$ cat src/dspdc_pkg.sv
// shared types and constants for the dual switch press duration classifier
`timescale 1ns / 1ps
`default_nettype none

package dspdc_pkg;

    localparam int unsigned PERIOD_W    = 8;
    localparam int unsigned THRESH_W    = 16;
    localparam int unsigned CFG_INDEX_W = 2;
    localparam int unsigned CFG_DATA_W  = 16;

    localparam int unsigned BIG_STEP_LIMIT = 50;
    localparam int unsigned BIG_STEP       = 50;
    localparam int unsigned MID_STEP_LIMIT = 10;
    localparam int unsigned MID_STEP       = 5;

    localparam logic [PERIOD_W-1:0] PERIOD_RESET = 8'd10;
    localparam logic [THRESH_W-1:0] FULL_RESET   = 16'd300;
    localparam logic [THRESH_W-1:0] HALF_RESET   = 16'd100;
    localparam logic [THRESH_W-1:0] MIN_RESET    = 16'd5;

    typedef enum logic [CFG_INDEX_W-1:0] {
        REG_SAMPLE_PERIOD  = 2'd0,
        REG_FULL_THRESHOLD = 2'd1,
        REG_HALF_THRESHOLD = 2'd2,
        REG_MIN_THRESHOLD  = 2'd3
    } cfg_reg_t;

    typedef enum logic [1:0] {
        HOLD_NONE = 2'd0,
        HOLD_MIN  = 2'd1,
        HOLD_HALF = 2'd2,
        HOLD_FULL = 2'd3
    } hold_level_t;

    typedef struct packed {
        logic [THRESH_W-1:0] full_threshold;
        logic [THRESH_W-1:0] half_threshold;
        logic [THRESH_W-1:0] min_threshold;
    } thresholds_t;

    typedef struct packed {
        logic first_pressed;
        logic second_pressed;
    } in_item_t;

    typedef struct packed {
        logic [1:0] first_class;
        logic [1:0] second_class;
    } out_item_t;

endpackage

`default_nettype wire

$ cat src/dspdc_lane.sv
// one switch lane: integrator register, update step and hold classification
`timescale 1ns / 1ps
`default_nettype none

module dspdc_lane #(
    parameter int unsigned INTEGRATOR_WIDTH = 16
) (
    input  wire logic                  aclk,
    input  wire logic                  aresetn,
    input  wire logic                  step,
    input  wire logic                  update,
    input  wire logic                  pressed,
    input  wire dspdc_pkg::thresholds_t thresholds,
    output dspdc_pkg::hold_level_t     level
);

    localparam int unsigned W     = INTEGRATOR_WIDTH;
    localparam int unsigned CMP_W = (W > dspdc_pkg::THRESH_W) ? W : dspdc_pkg::THRESH_W;

    localparam logic [W-1:0] BIG_LIMIT = W'(dspdc_pkg::BIG_STEP_LIMIT);
    localparam logic [W-1:0] BIG_DEC   = W'(dspdc_pkg::BIG_STEP);
    localparam logic [W-1:0] MID_LIMIT = W'(dspdc_pkg::MID_STEP_LIMIT);
    localparam logic [W-1:0] MID_DEC   = W'(dspdc_pkg::MID_STEP);

    logic [W-1:0]     integ_reg;
    logic [W-1:0]     integ_next;
    logic [W-1:0]     stepped;
    logic [CMP_W-1:0] value_ext;

    always_comb begin
        if (pressed) begin
            stepped = (integ_reg != {W{1'b1}}) ? integ_reg + W'(1) : integ_reg;
        end else if (integ_reg > BIG_LIMIT) begin
            stepped = integ_reg - BIG_DEC;
        end else if (integ_reg > MID_LIMIT) begin
            stepped = integ_reg - MID_DEC;
        end else if (integ_reg != '0) begin
            stepped = integ_reg - W'(1);
        end else begin
            stepped = '0;
        end
        integ_next = (step && update) ? stepped : integ_reg;
    end

    always_ff @(posedge aclk) begin
        if (!aresetn) begin
            integ_reg <= '0;
        end else begin
            integ_reg <= integ_next;
        end
    end

    // classify on the value left after this tick's update
    always_comb begin
        value_ext = CMP_W'(integ_next);
        if (value_ext > CMP_W'(thresholds.full_threshold)) begin
            level = dspdc_pkg::HOLD_FULL;
        end else if (value_ext > CMP_W'(thresholds.half_threshold)) begin
            level = dspdc_pkg::HOLD_HALF;
        end else if (value_ext > CMP_W'(thresholds.min_threshold)) begin
            level = dspdc_pkg::HOLD_MIN;
        end else begin
            level = dspdc_pkg::HOLD_NONE;
        end
    end

endmodule

`default_nettype wire

$ cat src/dspdc_merge.sv
// merges the lane classes into one result and holds it in a two-entry output queue
`timescale 1ns / 1ps
`default_nettype none

module dspdc_merge (
    input  wire logic                  aclk,
    input  wire logic                  aresetn,
    input  wire logic                  push,
    input  wire dspdc_pkg::hold_level_t first_level,
    input  wire dspdc_pkg::hold_level_t second_level,
    output logic                       full,
    output logic                       m_valid,
    input  wire logic                  m_ready,
    output dspdc_pkg::out_item_t       m_data
);

    dspdc_pkg::out_item_t result;
    dspdc_pkg::out_item_t head_reg;
    dspdc_pkg::out_item_t head_next;
    dspdc_pkg::out_item_t tail_reg;
    dspdc_pkg::out_item_t tail_next;
    logic [1:0]           count_reg;
    logic [1:0]           count_next;
    logic                 pop;

    always_comb begin
        result.first_class  = first_level;
        result.second_class = second_level;
    end

    assign pop = m_valid && m_ready;

    always_comb begin
        head_next  = head_reg;
        tail_next  = tail_reg;
        count_next = count_reg;
        case ({push, pop})
            2'b10: begin
                if (count_reg == 2'd0) begin
                    head_next = result;
                end else begin
                    tail_next = result;
                end
                count_next = count_reg + 2'd1;
            end
            2'b01: begin
                head_next  = tail_reg;
                count_next = count_reg - 2'd1;
            end
            2'b11: begin
                if (count_reg == 2'd1) begin
                    head_next = result;
                end else begin
                    head_next = tail_reg;
                    tail_next = result;
                end
            end
            default: begin
            end
        endcase
    end

    always_ff @(posedge aclk) begin
        if (!aresetn) begin
            count_reg <= 2'd0;
        end else begin
            count_reg <= count_next;
        end
    end

    always_ff @(posedge aclk) begin
        head_reg <= head_next;
        tail_reg <= tail_next;
    end

    assign full    = (count_reg == 2'd2);
    assign m_valid = (count_reg != 2'd0);
    assign m_data  = head_reg;

endmodule

`default_nettype wire

$ cat src/dual_switch_press_duration_classifier_unit.sv
// top level of the dual switch press duration classifier
// Takes one request per clock while the output queue has room: each request is a timer tick
// carrying both switch levels and returns one result with a hold class per switch, written
// into the output queue. A shared sampling counter counts ticks down; when it reaches zero
// both switch lanes update their integrators in parallel (pressed adds one and saturates,
// released steps down by 50, 5 or 1) and the counter reloads from sample_period. Classes compare
// the updated integrator against the full, half and min thresholds in that order. A two-entry
// output queue lets input requests keep flowing while a result waits; input ready drops only
// when both entries are held. Configuration writes are meant for idle periods.
`timescale 1ns / 1ps
`default_nettype none

module dual_switch_press_duration_classifier_unit #(
    parameter int unsigned INTEGRATOR_WIDTH = 16
) (
    input  wire logic                                aclk,
    input  wire logic                                aresetn,
    input  wire logic                                s_valid,
    output logic                                     s_ready,
    input  wire dspdc_pkg::in_item_t                 s_data,
    output logic                                     m_valid,
    input  wire logic                                m_ready,
    output dspdc_pkg::out_item_t                     m_data,
    input  wire logic                                cfg_valid,
    output logic                                     cfg_ready,
    input  wire logic [dspdc_pkg::CFG_INDEX_W-1:0]   cfg_index,
    input  wire logic [dspdc_pkg::CFG_DATA_W-1:0]    cfg_data
);

    logic [dspdc_pkg::PERIOD_W-1:0] period_reg;
    logic [dspdc_pkg::PERIOD_W-1:0] countdown_reg;
    logic [dspdc_pkg::PERIOD_W-1:0] countdown_next;
    logic [dspdc_pkg::PERIOD_W-1:0] count_dec;
    dspdc_pkg::thresholds_t         thresh_reg;
    dspdc_pkg::hold_level_t         first_level;
    dspdc_pkg::hold_level_t         second_level;
    logic                           accept;
    logic                           update;
    logic                           queue_full;

    assign cfg_ready = 1'b1;
    assign s_ready   = !queue_full;
    assign accept    = s_valid && s_ready;

    // configuration registers
    always_ff @(posedge aclk) begin
        if (!aresetn) begin
            period_reg                <= dspdc_pkg::PERIOD_RESET;
            thresh_reg.full_threshold <= dspdc_pkg::FULL_RESET;
            thresh_reg.half_threshold <= dspdc_pkg::HALF_RESET;
            thresh_reg.min_threshold  <= dspdc_pkg::MIN_RESET;
        end else if (cfg_valid && cfg_ready) begin
            case (dspdc_pkg::cfg_reg_t'(cfg_index))
                dspdc_pkg::REG_SAMPLE_PERIOD: begin
                    period_reg <= cfg_data[dspdc_pkg::PERIOD_W-1:0];
                end
                dspdc_pkg::REG_FULL_THRESHOLD: begin
                    thresh_reg.full_threshold <= cfg_data;
                end
                dspdc_pkg::REG_HALF_THRESHOLD: begin
                    thresh_reg.half_threshold <= cfg_data;
                end
                dspdc_pkg::REG_MIN_THRESHOLD: begin
                    thresh_reg.min_threshold <= cfg_data;
                end
                default: begin
                end
            endcase
        end
    end

    // sampling counter
    always_comb begin
        count_dec      = (countdown_reg != '0) ? countdown_reg - 8'd1 : countdown_reg;
        update         = (count_dec == '0);
        countdown_next = countdown_reg;
        if (accept) begin
            countdown_next = update ? period_reg : count_dec;
        end
    end

    always_ff @(posedge aclk) begin
        if (!aresetn) begin
            countdown_reg <= '0;
        end else begin
            countdown_reg <= countdown_next;
        end
    end

    dspdc_lane #(
        .INTEGRATOR_WIDTH(INTEGRATOR_WIDTH)
    ) u_lane_first (
        .aclk      (aclk),
        .aresetn   (aresetn),
        .step      (accept),
        .update    (update),
        .pressed   (s_data.first_pressed),
        .thresholds(thresh_reg),
        .level     (first_level)
    );

    dspdc_lane #(
        .INTEGRATOR_WIDTH(INTEGRATOR_WIDTH)
    ) u_lane_second (
        .aclk      (aclk),
        .aresetn   (aresetn),
        .step      (accept),
        .update    (update),
        .pressed   (s_data.second_pressed),
        .thresholds(thresh_reg),
        .level     (second_level)
    );

    dspdc_merge u_merge (
        .aclk        (aclk),
        .aresetn     (aresetn),
        .push        (accept),
        .first_level (first_level),
        .second_level(second_level),
        .full        (queue_full),
        .m_valid     (m_valid),
        .m_ready     (m_ready),
        .m_data      (m_data)
    );

    // every accepted request leaves a result pending
    a_result_after_request: assert property (@(posedge aclk) disable iff (!aresetn)
        accept |=> m_valid)
        else $error("no result after accepted request");

    // input stalls only when results are waiting
    a_stall_needs_result: assert property (@(posedge aclk) disable iff (!aresetn)
        !s_ready |-> m_valid)
        else $error("input stalled with empty output queue");

    // counter reloads from the sample period on every accepted request that updates the lanes
    a_countdown_bound: assert property (@(posedge aclk) disable iff (!aresetn)
        (accept && update) |=> (countdown_reg == $past(period_reg)))
        else $error("sampling counter did not reload");

endmodule

`default_nettype wire
$ cat config.mk
export PLATFORM = sky130hd
export DESIGN_NAME = dual_switch_press_duration_classifier_unit
export DESIGN_NICKNAME = d
export VERILOG_FILES = /design/src/dspdc_pkg.sv /design/src/dspdc_lane.sv /design/src/dspdc_merge.sv /design/src/dual_switch_press_duration_classifier_unit.sv
export SDC_FILE = /design/constraint.sdc
export NUM_CORES = 1
export LEC_CHECK = 0
export BUFFER_PORTS_ARGS = -buffer_cell sky130_fd_sc_hd__buf_2
export CAP_MARGIN = 20
export CORE_ASPECT_RATIO = 1.25
export CORE_UTILIZATION = 41
export CTS_CLUSTER_DIAMETER = 150
export DETAILED_ROUTE_END_ITERATION = 6
export PLACE_DENSITY = 0.63
export RECOVER_POWER = 50
export SKIP_CTS_REPAIR_TIMING = 1
export SYNTH_ARGS = -nofsm -noshare
export SYNTH_HDL_FRONTEND = slang
export SYNTH_SLANG_ARGS = --single-unit
$ cat constraint.sdc
create_clock -name aclk -period 10.3 [get_ports aclk]
set_clock_uncertainty 0.15 [all_clocks]
set_input_delay 1.545 -clock aclk [delete_from_list [all_inputs] [get_ports aclk]]
set_output_delay 1.545 -clock aclk [all_outputs]
set_load 0.1 [all_outputs]
==> flow_summary.ini, run 1 <==
[run_status]
violated_checks = max-capacitance violations, max-slew violations
outcome = complete, but fails checks

[setup_path]
critPathKind = reg -> reg
ff_to_ff_path_depth = 17
cp_data_arrival_time_ps = 5520
worst_setup_path_endpoint = u_merge.m_data[2]
worst_stage_delay_on_the_critical_path_ps = 530
cp-start-kind = register
crit_path_from = countdown_reg[0]
rr_endpoint = u_merge.m_data[2]
cp_slowest_cell = sky130_fd_sc_hd__or4b_4
worst-endpoint-required_ps = 10370
regToRegSetupSlack_ps = 4850
path_cells = inv_1 > ha_1 > or4b_4 > or4_4 > o22ai_2 > and4_1 > buf_4 > o211ai_1 > o21a_1 > ha_1 > and2_1 > a221o_1 > a221oi_1 > a21oi_1 > a211o_1 > a31oi_1 > a221o_1
critical_path.endpoint_type = register
timing.critical_path.fanout_max = 33
worstReg2RegStart = countdown_reg[0]

[power]
leakagePower_uw = 0.00379
power.density_nw_per_um2 = 368
irDropWorstVdd_mv = 0.240
power_uw = 3440

[grt]
global_route.overflow_total = 0
grt_antenna_before_repair = 0
grt_max_degree = 63
globalRouteTotalUtil_pct = 23.6
wire_length_of_the_first_global_routing_pass_um = 41800
grt_pass1_vias = 7870

[clock_network]
cts_num_sinks = 106
clockBufferDepth = 2
cts_buf_count = 9
worst_skew_pair.late_latency_ps = 360
htree_levels = 3
clk_pin_slew_ps = 80
tritoncts_clock_tree = built
cts_root_buf = sky130_fd_sc_hd__clkbuf_16

[floorplan]
rows = 59
initial_cell_density_of_the_core_pct = 42.1
floorplan.die.height_um = 166
die_area_sq_um = 22000
die_x_um = 133
core_area_sq_um = 20900
ios = 32

[synth]
synth.cell_area_sq_um = 8790
postSynthCellCount = 1168
postSynthNetCount = 1313
seq_area_frac_synth_pct = 25.1
synthArstFlopShare_pct = 0
yosysWarnings = 0
synth_edf_count = 8
ys_ff_latch = 106
synthesis.area_per_instance_sq_um = 7.52
synth_top_flop_cell = sky130_fd_sc_hd__dfxtp_1
synthDistinctLibCells = 73

[place]
dpl.hpwl_um = 19500
globalplace.congestion = 0.942
pre_cts_slack_ps = 4810
number_of_port_buffers = 30

[final_layout]
largest_reg_flops = 48
syn_to_final_growth_pct = 6.31
num-fill-cells = 2100
insertedDiodeCount = 0
regArea_sq_um = 2200
multi_input_area_sq_um = 6060
layout-drive-gt1-share_pct = 6.24
fin_nets = 1294

[sta]
slew_headroom_pct = -102
report.final.setup_viol = 0
max_clock_freq_mhz = 183
rsz0062_at_grt = no
final-hold-violation-count = 0
final.min_clock_period_ps = 5450
max_slew.worst_pin.slew_ps = 3030
post-route-period-util_pct = 52.9
timing.setup.tns_ps = 0
drv_slew = 101
final_worst_slack_ps = 4850

[routing]
met3RoutedLength_um = 1120
route.antenna.remaining_nets = 0
route.vias.total = 8441
initialDrtViolationCount = 639
topRoutingLayerUsed = met4
post-route-drc-count = 0
met2_length_um = 12300
dr.pass1.iters = 7
post_drt_wl_per_cell_um = 17.9
route.detailed.vias_per_inst = 5.91
route.final.wire_length_um = 25500
route.layer.met1.wl_um = 11400

[min_path]
hp-class = reg -> reg

[flow_run]
max_cap_violations = 2
==> cell families after synthesis <==
kind of cell	count (synthesis)	share of synthesized area (%)
AOI/OAI and AO/OA	322	23.0
other	1	0.0427
muxes	15	1.75
DFF	106	25.1
and+or+nand+nor	447	24.8
buffers and inverters	135	6.06
adders and majority gates	121	17.2
xor gates and xnor gates	21	2.09
==> worst min-delay path by stage <==
stage	from	end	slack, ps	depth (start not counted)
6_report	thresh_reg[45]	thresh_reg[45]	310	2
4_1_cts	thresh_reg[33]	thresh_reg[33]	310	2
3_3_place_gp	thresh_reg[36]	thresh_reg[36]	290	2
3_5_place_dp	thresh_reg[33]	thresh_reg[33]	300	2
5_1_grt	thresh_reg[15]	thresh_reg[15]	330	2
2_1_floorplan	period_reg[6]	countdown_reg[6]	280	2
==> final cells by class <==
cell class	instances	area share, %
flip-flops and latches	106	23.6
well taps	274	3.67
clock inverters	6	0.804
multi-input cells	927	64.8
inverters	70	2.81
repair buffers	35	1.87
clock buffers	10	2.45
==> where the power goes <==
group | leakage (uW) | switching, uW | internal, uW | total (uW)
Sequential | 0.000874 | 127 | 529 | 655
Combinational | 0.00277 | 1500 | 926 | 2420
Clock | 0.000145 | 166 | 192 | 358
==> placed cells by master, fill, tap and decap left out, types with 12 or more instances in the layout <==
cell and n:
sky130_fd_sc_hd__nor3_1 37, sky130_fd_sc_hd__or3_1 19, sky130_fd_sc_hd__nor2_1 58, sky130_fd_sc_hd__a21oi_1 142
sky130_fd_sc_hd__mux2i_1 12, sky130_fd_sc_hd__ha_1 120, sky130_fd_sc_hd__buf_2 29, sky130_fd_sc_hd__nand3_1 44
sky130_fd_sc_hd__and2_1 27, sky130_fd_sc_hd__dfxtp_1 98, sky130_fd_sc_hd__inv_1 69, sky130_fd_sc_hd__o211ai_1 19
sky130_fd_sc_hd__a31oi_1 16, sky130_fd_sc_hd__o21ai_0 45, sky130_fd_sc_hd__nand2_1 167, sky130_fd_sc_hd__nand4_1 22
sky130_fd_sc_hd__xnor2_1 12
==> metal layers <==
| layer | vias to the layer above | GRT usage, % |
|---|---|---|
| met5 | - | 0 |
| met4 | 0 | 8.60 |
| met3 | 45 | 2.88 |
| met2 | 230 | 39.9 |
| met1 | 3968 | 30.5 |
| li1 | 4198 | - |
==> through the flow <==
step | instances | utilization [%] | hold WS (ps) | instance area [sq um]
5_1_grt | 1428 | 44.7 | 327 | 9340
3_3_place_gp | 1412 | 43.3 | 293 | 9050
6_report | 1428 | 44.7 | 307 | 9340
4_1_cts | 1428 | 44.8 | 308 | 9360
3_5_place_dp | 1412 | 43.3 | 298 | 9050
2_1_floorplan | 1168 | - | 281 | 8790
==> synth_stat cells, types with 8 or more instances <==
master | count | area [sq um]
sky130_fd_sc_hd__edfxtp_1 | 8 | 240
sky130_fd_sc_hd__nand2b_1 | 10 | 62.6
sky130_fd_sc_hd__or2_2 | 9 | 56.3
sky130_fd_sc_hd__nor3_1 | 37 | 185
sky130_fd_sc_hd__nor2_1 | 59 | 221
sky130_fd_sc_hd__clkbuf_1 | 54 | 203
sky130_fd_sc_hd__or3_1 | 19 | 119
sky130_fd_sc_hd__ha_1 | 120 | 1500
sky130_fd_sc_hd__inv_1 | 69 | 259
sky130_fd_sc_hd__a21o_1 | 10 | 75.1
sky130_fd_sc_hd__dfxtp_1 | 98 | 1960
sky130_fd_sc_hd__nand2_1 | 167 | 627
sky130_fd_sc_hd__o22ai_1 | 9 | 56.3
sky130_fd_sc_hd__o21ai_0 | 45 | 225
sky130_fd_sc_hd__xor2_1 | 9 | 78.8
sky130_fd_sc_hd__nand4_1 | 22 | 138
sky130_fd_sc_hd__and3_1 | 10 | 62.6
sky130_fd_sc_hd__a21oi_1 | 142 | 711
sky130_fd_sc_hd__nor2b_1 | 8 | 50.1
sky130_fd_sc_hd__nor4_1 | 10 | 62.6
sky130_fd_sc_hd__o211ai_1 | 19 | 143
sky130_fd_sc_hd__a31oi_1 | 16 | 100
sky130_fd_sc_hd__a211oi_1 | 8 | 60.1
sky130_fd_sc_hd__and2_1 | 27 | 169
sky130_fd_sc_hd__mux2i_1 | 12 | 120
sky130_fd_sc_hd__nand3_1 | 44 | 220
sky130_fd_sc_hd__xnor2_1 | 12 | 105
==> worst max-delay path: cells and delay by family (launching register included) <==
| kind | cells | cell delay [ps] |
|---|---|---|
| compound gates | 9 | 2240 |
| fa+ha+maj | 2 | 550 |
| buf+inv | 2 | 480 |
| flops | 1 | 370 |
| simple gates | 4 | 1500 |
No activity file was read; power rests on OpenSTA's default activity.
==> run 2: changes to the inputs <==
- PLACE_DENSITY: 0.63 -> 0.65
- clock period: 10.3 -> 4.42 ns (I/O delays scaled with it)
==> run 2 against run 1 <==
  * The flow finishes with violations (max-capacitance violations, max-slew violations, negative setup slack)
  * Clock power up 130%
  * Clock-buffer cell count unchanged
  * Flip-flop and latch count unchanged
  * Die area unchanged
  * Global-route usage up 1.3 points
  * Largest cell class unchanged
  * Worst hold slack worse by 2.1 ps
  * Total power rose to 2.8 times the previous value
  * Design area up 15%
  * Fmax up 18%
  * Via count up 8.6%
  * Sequential power up 110%
==> flow_summary.ini, run 2 (synthesis results as in run 1) <==
[setup_path]
worstReg2RegStart = countdown_reg[0]
ff_to_ff_path_depth = 19
regToRegSetupSlack_ps = -200
critPathKind = reg -> reg
cp-start-kind = register
cp_data_arrival_time_ps = 4700
rr_endpoint = u_merge.m_data[2]
critical_path.endpoint_type = register
timing.critical_path.fanout_max = 25
worst-endpoint-required_ps = 4500

[final_layout]
insertedDiodeCount = 0
fin_nets = 1456
layout_commonest_cell = sky130_fd_sc_hd__nand2_1
most-common-layout-cells = 165 x sky130_fd_sc_hd__nand2_1, 162 x sky130_fd_sc_hd__buf_4, 134 x sky130_fd_sc_hd__a21oi_1
syn_to_final_growth_pct = 22.4
largest_reg_flops = 48
finalCoreUtilization_pct = 51.5
post_layout_nonfiller_instances = 1590
layout-drive-gt1-share_pct = 20.2

[sta]
max_slew.worst_pin.slew_ps = 1530
slew_headroom_pct = -2.66
timing.setup.tns_ps = -747
final-hold-violation-count = 0
rsz0062_at_grt = yes
max_clock_freq_mhz = 217
final_worst_slack_ps = -197
hold-worst-slack_ps = 305
post-route-period-util_pct = 104
drv_slew = 20
report.final.setup_viol = 5
final.min_clock_period_ps = 4620

[place]
placed_cells_incl_taps = 1569
globalplace.congestion = 0.947
dpl.hpwl_um = 21700
number_of_port_buffers = 30
pre_cts_slack_ps = -354

[min_path]
holdPathStages = 2
hp-class = reg -> reg
min_from = thresh_reg[11]
hold_end = thresh_reg[11]

[routing]
route.antenna.remaining_nets = 0
post-route-drc-count = 0
post_drt_wl_per_cell_um = 17.3
route.final.wire_length_um = 27600
route.vias.total = 9163
route.detailed.vias_per_inst = 5.76
dr.pass1.iters = 5
initialDrtViolationCount = 628

[grt]
wire_length_of_the_first_global_routing_pass_um = 43800
globalRouteTotalUtil_pct = 24.9
grt_antenna_before_repair = 0
grt_max_degree = 63
global_route.overflow_total = 0
grt_pass1_vias = 8611

[clock_network]
htree_levels = 3
worst_skew_pair.late_latency_ps = 360
cts_buf_count = 9
cts_root_buf = sky130_fd_sc_hd__clkbuf_16
cts_num_sinks = 106
clk_pin_slew_ps = 80
tritoncts_clock_tree = built
clockBufferDepth = 2

[power]
power.density_nw_per_um2 = 895
leakagePower_uw = 0.00463
switchingPower_uw = 4650
pwr-share-seq_pct = 14.4
irDropWorstVdd_mv = 0.683
cell_internal_power_uw = 4990
power.combinational.fraction_pct = 77.2
switching_share_pct = 48.2
pwr-share-clk_pct = 8.4

[floorplan]
ios = 32
rows = 59
die_area_sq_um = 22000
core_area_sq_um = 20900
floorplan.die.height_um = 166
die_x_um = 133
initial_cell_density_of_the_core_pct = 42.1

[flow_run]
max_cap_violations = 1

[run_status]
outcome = complete, but fails checks
violated_checks = max-capacitance violations, max-slew violations, negative setup slack
-- run 2: changes by cell type in the layout (fill, tap and decap cells not counted), sizes merged --
cell    before  now
buf         31  194
inv         70   73
clkinv       4    2
bufinv       1    0
clkbuf      14   13
-- run 2: layer usage --
layer | GRT usage, % | wire length (um) | part of all wire [%]
met5 | 0 | 0 | 0
met4 | 8.85 | 873 | 3.2
met3 | 3.24 | 1420 | 5.2
met2 | 42.5 | 13200 | 48
met1 | 31.8 | 12100 | 44
-- run 2: critical path: stages, from the launching register on --
cell	delay, ps
sky130_fd_sc_hd__dfxtp_1	310
sky130_fd_sc_hd__inv_1	50
sky130_fd_sc_hd__ha_1	150
sky130_fd_sc_hd__or4b_4	480
sky130_fd_sc_hd__or4_4	440
sky130_fd_sc_hd__o22ai_2	180
sky130_fd_sc_hd__buf_4	130
sky130_fd_sc_hd__nand4_2	90
sky130_fd_sc_hd__buf_12	190
sky130_fd_sc_hd__buf_4	150
sky130_fd_sc_hd__o21ai_0	140
sky130_fd_sc_hd__o21ai_1	140
sky130_fd_sc_hd__ha_1	340
sky130_fd_sc_hd__a21o_1	160
sky130_fd_sc_hd__a221o_1	350
sky130_fd_sc_hd__a221oi_2	310
sky130_fd_sc_hd__a21oi_2	100
sky130_fd_sc_hd__a211o_1	290
sky130_fd_sc_hd__a31oi_1	170
sky130_fd_sc_hd__a221o_1	120
-- run 2: worst max path at each step --
| stage | from | cells past startpoint | end |
|---|---|---|---|
| 2_1_floorplan | countdown_reg[0] | 19 | u_merge.m_data[0] |
| 3_3_place_gp | countdown_reg[0] | 19 | u_merge.m_data[3] |
| 3_5_place_dp | countdown_reg[0] | 20 | u_merge.m_data[3] |
| 4_1_cts | countdown_reg[0] | 19 | u_merge.m_data[2] |
| 5_1_grt | countdown_reg[1] | 19 | u_merge.m_data[2] |
| 6_report | countdown_reg[0] | 19 | u_merge.m_data[2] |
-- run 2: area by class of cell --
cell class / instances / area (sq um)
clock buffers: 10 / 239
clock inverters: 6 / 56.3
fillers: 2066 / 10100
inverters: 70 / 263
multi-input cells: 927 / 6210
flip-flops and latches: 106 / 2200
well taps: 274 / 343
repair buffers: 197 / 1450
-- run 2: power groups by stage --
stage	Sequential [uW]	Clock, uW	Combinational, uW
final	1380	810	7440
after global placement	1400	0	7000
after detailed placement	1400	0	7070
after CTS	1380	822	7110
after global routing	1410	859	8130
after floorplan	1510	0	4300
-- run 2: metrics by stage --
step | cell area [sq um] | total power [uW]
6_report | 10800 | 9630
5_1_grt | 10800 | 10400
4_1_cts | 10600 | 9310
3_5_place_dp | 10300 | 8460
3_3_place_gp | 10300 | 8400
2_1_floorplan | 8790 | 5810
